--- src/rtl/assert_macros.svh ---
// Assertion macros shared by the converter RTL.
// Depends on a clock named clk and an active-high reset named rst in the using scope.
`ifndef ASSERT_MACROS_SVH
`define ASSERT_MACROS_SVH

// Property that must hold at every clock edge outside reset.
`define RTN_ASSERT(name, prop, msg) \
  name: assert property (@(posedge clk) disable iff (rst) (prop)) else $error(msg);

// Property whose consequent must hold in the cycle after the antecedent.
`define RTN_ASSERT_NEXT(name, ante, cons, msg) \
  name: assert property (@(posedge clk) disable iff (rst) (ante) |=> (cons)) else $error(msg);

`endif

--- src/rtl/rtn_pkg.sv ---
// Shared types, constants and arithmetic helpers of the RGB to NV12 converter.
// No dependencies; used by every module of the block.
package rtn_pkg;

  // Field and counter widths.
  localparam int unsigned SIZE_W = 12;
  localparam int unsigned CNT_W  = 12;
  localparam int unsigned OFF_W  = 23;
  localparam int unsigned PIX_W  = 8;
  localparam int unsigned SUM_W  = 9;
  localparam int unsigned LINE_W = 3 * SUM_W;
  localparam int unsigned IN_W   = 24;
  localparam int unsigned OUT_W  = 32;
  localparam int unsigned KIND_W = 2;
  localparam int unsigned IDX_W  = 2;

  // Parameter defaults.
  localparam int unsigned DEF_MAX_WIDTH  = 2048;
  localparam int unsigned DEF_MAX_HEIGHT = 2048;

  // Register values after reset.
  localparam logic [SIZE_W-1:0] RESET_WIDTH  = 12'd1080;
  localparam logic [SIZE_W-1:0] RESET_HEIGHT = 12'd1920;

  // Chroma weights (BT.601 studio range).
  localparam int U_KR = -38;
  localparam int U_KG = -74;
  localparam int U_KB = 112;
  localparam int V_KR = 112;
  localparam int V_KG = -94;
  localparam int V_KB = -18;

  // Sample kinds carried on tuser.
  typedef enum logic [KIND_W-1:0] {
    KIND_Y = 2'd0,
    KIND_U = 2'd1,
    KIND_V = 2'd2
  } kind_t;

  // Configuration register indexes.
  typedef enum logic [IDX_W-1:0] {
    REG_WIDTH  = 2'd0,
    REG_HEIGHT = 2'd1,
    REG_ORDER  = 2'd2
  } reg_idx_t;

  // Everything one pixel produces, handed to the output stage.
  typedef struct packed {
    logic [PIX_W-1:0] y;
    logic [PIX_W-1:0] u;
    logic [PIX_W-1:0] v;
    logic [OFF_W-1:0] luma_off;
    logic [OFF_W-1:0] chroma_off;
    logic             has_chroma;
  } rec_t;

  // Clear bit 0, raise to at least two, cut to the even part of the limit.
  function automatic logic [SIZE_W-1:0] even_size(input logic [SIZE_W-1:0] v,
                                                  input int unsigned maxv);
    logic [SIZE_W-1:0] e;
    e = {v[SIZE_W-1:1], 1'b0};
    if (e < SIZE_W'(2)) e = SIZE_W'(2);
    if (32'(e) > maxv) e = SIZE_W'(maxv) & ~SIZE_W'(1);
    return e;
  endfunction

  // Y = ((66R + 129G + 25B + 128) >> 8) + 16, clamped to a byte.
  function automatic logic [PIX_W-1:0] luma(input logic [PIX_W-1:0] r,
                                           input logic [PIX_W-1:0] g,
                                           input logic [PIX_W-1:0] b);
    logic [15:0] s;
    logic [8:0]  t;
    s = 16'(r) * 16'd66 + 16'(g) * 16'd129 + 16'(b) * 16'd25 + 16'd128;
    t = {1'b0, s[15:8]} + 9'd16;
    return t[8] ? 8'hFF : t[7:0];
  endfunction

  // floor((kr*R + kg*G + kb*B + 128) / 256) + 128, clamped to a byte.
  function automatic logic [PIX_W-1:0] chroma_mix(input logic [PIX_W-1:0] cr,
                                                 input logic [PIX_W-1:0] cg,
                                                 input logic [PIX_W-1:0] cb,
                                                 input int kr,
                                                 input int kg,
                                                 input int kb);
    logic signed [17:0] t;
    t = 18'sd32896
        + 18'(kr) * $signed({10'b0, cr})
        + 18'(kg) * $signed({10'b0, cg})
        + 18'(kb) * $signed({10'b0, cb});
    if (t < 0) return 8'h00;
    else if (t[17:8] > 10'd255) return 8'hFF;
    else return t[15:8];
  endfunction

endpackage

--- src/rtl/rtn_sample_emit.sv ---
// Output stage: holds one pixel's results and sends Y, then any U and V, one beat a cycle while m_tready is high.
// Depends on rtn_pkg for the result record and sample kinds.
`include "assert_macros.svh"

module rtn_sample_emit (
  input  logic                        clk,
  input  logic                        rst,
  input  logic                        in_valid,
  output logic                        in_ready,
  input  rtn_pkg::rec_t               in_rec,
  output logic                        m_tvalid,
  input  logic                        m_tready,
  output logic [rtn_pkg::OUT_W-1:0]   m_tdata,  // sample_value, buffer_offset, zero pad
  output logic                        m_tlast,
  output logic [rtn_pkg::KIND_W-1:0]  m_tuser   // sample_kind
);

  typedef enum logic [2:0] {
    PH_Y = 3'b001,
    PH_U = 3'b010,
    PH_V = 3'b100
  } phase_t;

  phase_t                       phase;
  rtn_pkg::rec_t                rec;
  logic                         rec_valid;
  logic                         beat;
  logic                         final_beat;
  logic [rtn_pkg::PIX_W-1:0]    val;
  logic [rtn_pkg::OFF_W-1:0]    off;

  // The record is freed on the beat that carries its last sample.
  assign beat       = m_tvalid && m_tready;
  assign final_beat = (phase == PH_V) || ((phase == PH_Y) && !rec.has_chroma);
  assign in_ready   = !rec_valid || (m_tready && final_beat);

  always_ff @(posedge clk) begin
    if (rst) begin
      rec_valid <= 1'b0;
      phase     <= PH_Y;
    end else if (in_valid && in_ready) begin
      rec_valid <= 1'b1;
      phase     <= PH_Y;
    end else if (beat && final_beat) begin
      rec_valid <= 1'b0;
      phase     <= PH_Y;
    end else if (beat) begin
      case (phase)
        PH_Y:    phase <= PH_U;
        PH_U:    phase <= PH_V;
        default: phase <= PH_Y;
      endcase
    end
  end

  always_ff @(posedge clk) begin
    if (in_valid && in_ready) begin
      rec <= in_rec;
    end
  end

  // Select the sample for the current beat.
  always_comb begin
    case (phase)
      PH_Y: begin
        m_tuser = rtn_pkg::KIND_Y;
        val     = rec.y;
        off     = rec.luma_off;
        m_tlast = !rec.has_chroma;
      end
      PH_U: begin
        m_tuser = rtn_pkg::KIND_U;
        val     = rec.u;
        off     = rec.chroma_off;
        m_tlast = 1'b0;
      end
      PH_V: begin
        m_tuser = rtn_pkg::KIND_V;
        val     = rec.v;
        off     = rec.chroma_off + rtn_pkg::OFF_W'(1);
        m_tlast = 1'b1;
      end
      default: begin
        m_tuser = rtn_pkg::KIND_Y;
        val     = '0;
        off     = '0;
        m_tlast = 1'b1;
      end
    endcase
  end

  assign m_tvalid = rec_valid;
  assign m_tdata  = {1'b0, off, val};

  // A U beat is always followed by its V beat, one byte further on.
  `RTN_ASSERT_NEXT(u_then_v, m_tvalid && m_tready && m_tuser == rtn_pkg::KIND_U, m_tvalid && m_tuser == rtn_pkg::KIND_V, "V sample does not follow U")
  `RTN_ASSERT_NEXT(v_offset, m_tvalid && m_tready && m_tuser == rtn_pkg::KIND_U, m_tdata[30:8] == $past(m_tdata[30:8]) + 23'd1, "V offset is not U offset plus one")
  // A pixel's results come without a gap.
  `RTN_ASSERT_NEXT(run_continues, m_tvalid && m_tready && !m_tlast, m_tvalid, "result run broken before last beat")

endmodule

--- config.mk ---
export PLATFORM = sky130hd
export DESIGN_NAME = rtn_sample_emit
export DESIGN_NICKNAME = d
export VERILOG_FILES = /design/src/rtl/rtn_pkg.sv /design/src/rtl/rtn_sample_emit.sv
export VERILOG_INCLUDE_DIRS = /design/src /design/src/rtl
export SDC_FILE = /design/constraint.sdc
export NUM_CORES = 1
export LEC_CHECK = 0
export ABC_AREA = 1
export BUFFER_PORTS_ARGS = -buffer_cell sky130_fd_sc_hd__buf_4
export CORE_UTILIZATION = 50
export DETAILED_ROUTE_END_ITERATION = 8
export PLACE_DENSITY = 0.78
export SKIP_CTS_REPAIR_TIMING = 1
export SLEW_MARGIN = 5
export SYNTH_ARGS = -nofsm -noshare
export SYNTH_HDL_FRONTEND = slang
export SYNTH_SLANG_ARGS = --single-unit
--- constraint.sdc ---
create_clock -name clk -period 3.8 [get_ports clk]
set_clock_uncertainty 0.2 [all_clocks]
set_input_delay 0.57 -clock clk [delete_from_list [all_inputs] [get_ports clk]]
set_output_delay 0.57 -clock clk [all_outputs]
set_load 0.01 [all_outputs]
==> key figures <==
Run status
  • Status: complete, no violations

Routing
  • Starting DRT DRC Count: 150
  • DRC viols: 0
  • First-pass iteration count of the detailed router: 4
  • Vias per inst: 5.04
  • Routed Antenna Nets: 0
  • Final wirelength: 7.95 mm
  • Via count: 2935
  • DR WL/cell: 13.7 um

Clocking
  • Worst skew pair latency: 0.35 ns
  • Clock tree buffer depth: 2
  • CTS tree: yes
  • CTS Buf Count: 9
  • Root buffer cell: clkbuf_8
  • Clk sink count: 75
  • H-tree depth: 3
  • Clock-pin slew on the worst setup and hold paths: 0.08 ns

Floorplan
  • Initial Utilization: 52.4%
  • I/O pin cnt: 112
  • Die area: 0.00754 sq mm
  • Die X: 86.8 um
  • Die height: 86.8 um
  • Core region area: 0.00687 sq mm
  • Row Count: 30

Worst setup path
  • Setup crit start: phase[0]
  • Worst path required time: 3.03 ns
  • Critical Path Sink Type: primary output
  • Worst path top cell family by delay: buffers and inverters
  • Crit path max fanout: 21
  • WS Path Type: reg -> out
  • Slowest stage delay, CP: 0.45 ns
  • CP Depth: 8
  • Setup crit end: m_tdata[17]
  • WP data arrival: 2.13 ns
  • RR Startpoint: phase[2]
  • Critical path cell sequence: inv_2 > nor3_4 > buf_4 > nand2_1 > o21ai_1 > inv_1 > nand2_1 > buf_4
  • RR Endpoint: rec[41]
  • Worst path slowest cell: nor3_4
  • Type of origin of the critical path: flop
  • Worst path buffer plus inverter count: 4
  • FF-to-FF setup slack: 1.38 ns
  • R2r worst-path depth: 7

Cells and area
  • Design area: 0.00471 sq mm
  • Most frequent cells in the layout: nand2_1 (112), buf_4 (112), edfxtp_1 (71)
  • Share of layout cells above drive strength 1: 32.3%
  • Area delta synth->final: 31.0%
  • Ant diodes: 0
  • Fill count: 553
  • Fin cells: 582
  • Fin nets: 557

Synth
  • Netlist cell types: 29
  • Cells after Synth: 365
  • Synth top area share: 59.3%
  • Cell taking the most area after synthesis: edfxtp_1
  • Async set or reset register ratio after synthesis: 0%
  • Post-Syn Area per Cell: 9.86 sq um
  • Synth Cell Area: 0.00360 sq mm
  • Synthesized Nets: 441
  • YS warnings: 0
  • Most area-consuming cells after synthesis: edfxtp_1 (59%), nand2_1 (12%), nand3_1 (6.4%), inv_1 (3.9%), nor2_1 (2.3%)
  • Sequential fraction of the synthesis area: 61.5%
  • Register bit total from synthesis: 75
  • Post-synth EDFFs: 71
  • Most common flop cell mapped by yosys: edfxtp_1

Timing
  • Max-slew violations: 0
  • Setup Viol. Count Final: 0
  • Final setup TNS: 0 ns
  • RSZ-0062 raised after global routing: false
  • Final critical-path required period: 2.90 ns
  • Maximum clock rate: 345 MHz
  • Period utilisation layout: 76.3%
  • Slack of the critical path: 0.899 ns
  • Slew margin rel.: 48.6%
  • Final Hold Fails: 0
  • Worst-Margin Slew: 0.770 ns

Power and ir drop
  • PwrDens: 392 mW/mm^2
  • Leakage: 0.00206 uW
  • Peak VDD IR: 0.000260 V

GRT
  • First-pass GRT wire length: 12.5 mm
  • GR Overflow Total: 0
  • Pin count of the biggest net entering global routing: 37
  • Overall routing resource usage: 22.4%
  • Initial antenna violation count: 0
  • Vias in the first global route: 2841

Placed design
  • Pre-CTS WS: 1.27 ns
  • Placed Cells: 566
  • Placement Cell Area: 0.00452 sq mm
  • Input/output buffers: 110
  • HPWL after DPL: 5.75 mm
  • GP Congestion: 0.848

Job
  • Max-Cap Viols: 0

Min path
  • Worst hold path class: in -> reg
[worst reg2reg max path, delay by kind of cell (launching register included)]
family	cells	cell delay (ns)
flops	1	0.52
buf+inv	2	0.87
simple gates	5	0.51
[sequential cells by signal (all words and copies together) (netlist names)]
signal	count
rec	71
phase	3
m_tvalid	1
[stage by stage]
stage               hold WS [ns]  power, uW  util (%)
floorplan                  0.367       1120         -
global placement           0.312       1250      65.8
detailed placement         0.320       1260      65.8
CTS                        0.175       1860      68.6
global route               0.173       1920      68.6
finish                     0.188       1850      68.6
[layout make-up]
| cell class | count | area, sq um | area share, % |
|---|---|---|---|
| repair buffers | 113 | 861 | 18.3 |
| clock buffers | 11 | 131 | 2.79 |
| flip-flops and latches | 75 | 2210 | 46.9 |
| clock inverters | 5 | 62.6 | 1.33 |
| inverters | 42 | 161 | 3.43 |
| well taps | 96 | 120 | 2.55 |
| multi-input cells | 240 | 1160 | 24.7 |
[where the power goes]
part	switching (uW)	internal (uW)
logic	120	123
clock network	301	307
registers	28.8	965
total	450	1400
[cell usage after synthesis (2+ instances only)]
cell type,count
o21ai_1,10
nor2_1,22
inv_1,37
o21ai_0,5
nand4_1,2
nand3b_1,2
dfxtp_1,4
nor2_4,2
buf_2,3
nand2_1,112
a21oi_1,6
nand3_1,46
nor3_4,2
o21bai_1,5
o211ai_1,3
nand2_2,11
nand3_2,6
inv_2,3
edfxtp_1,71
buf_4,3
buf_6,2
[routing by layer]
layer / part of all wire, % / global-route usage [%] / vias to the layer above
met1: 42 / 27.1 / 1350
met5: 0 / 0 / -
met4: 2.7 / 11.7 / 0
met3: 6.7 / 4.10 / 19
li1: - / - / 1454
met2: 49 / 38.2 / 112
[logic make-up after synthesis]
| kind of cell | after synthesis | synth area share, % |
|---|---|---|
| DFF | 75 | 61.5 |
| adders and majority gates | 1 | 0.348 |
| and+or+nand+nor | 208 | 27.1 |
| other | 1 | 0.104 |
| buffers and inverters | 50 | 6.16 |
| AOI/OAI and AO/OA | 30 | 4.80 |
[worst min path at each step]
stage | cells past startpoint | from | slack, ns | endpoint
floorplan | 2 | m_tvalid | 0.37 | m_tvalid
global placement | 2 | m_tvalid | 0.31 | m_tvalid
detailed placement | 2 | m_tvalid | 0.32 | m_tvalid
CTS | 1 | in_rec[66] | 0.18 | rec[66]
global route | 1 | in_rec[17] | 0.17 | rec[17]
finish | 2 | rst | 0.19 | m_tvalid
(Power assumes the default switching activity.)
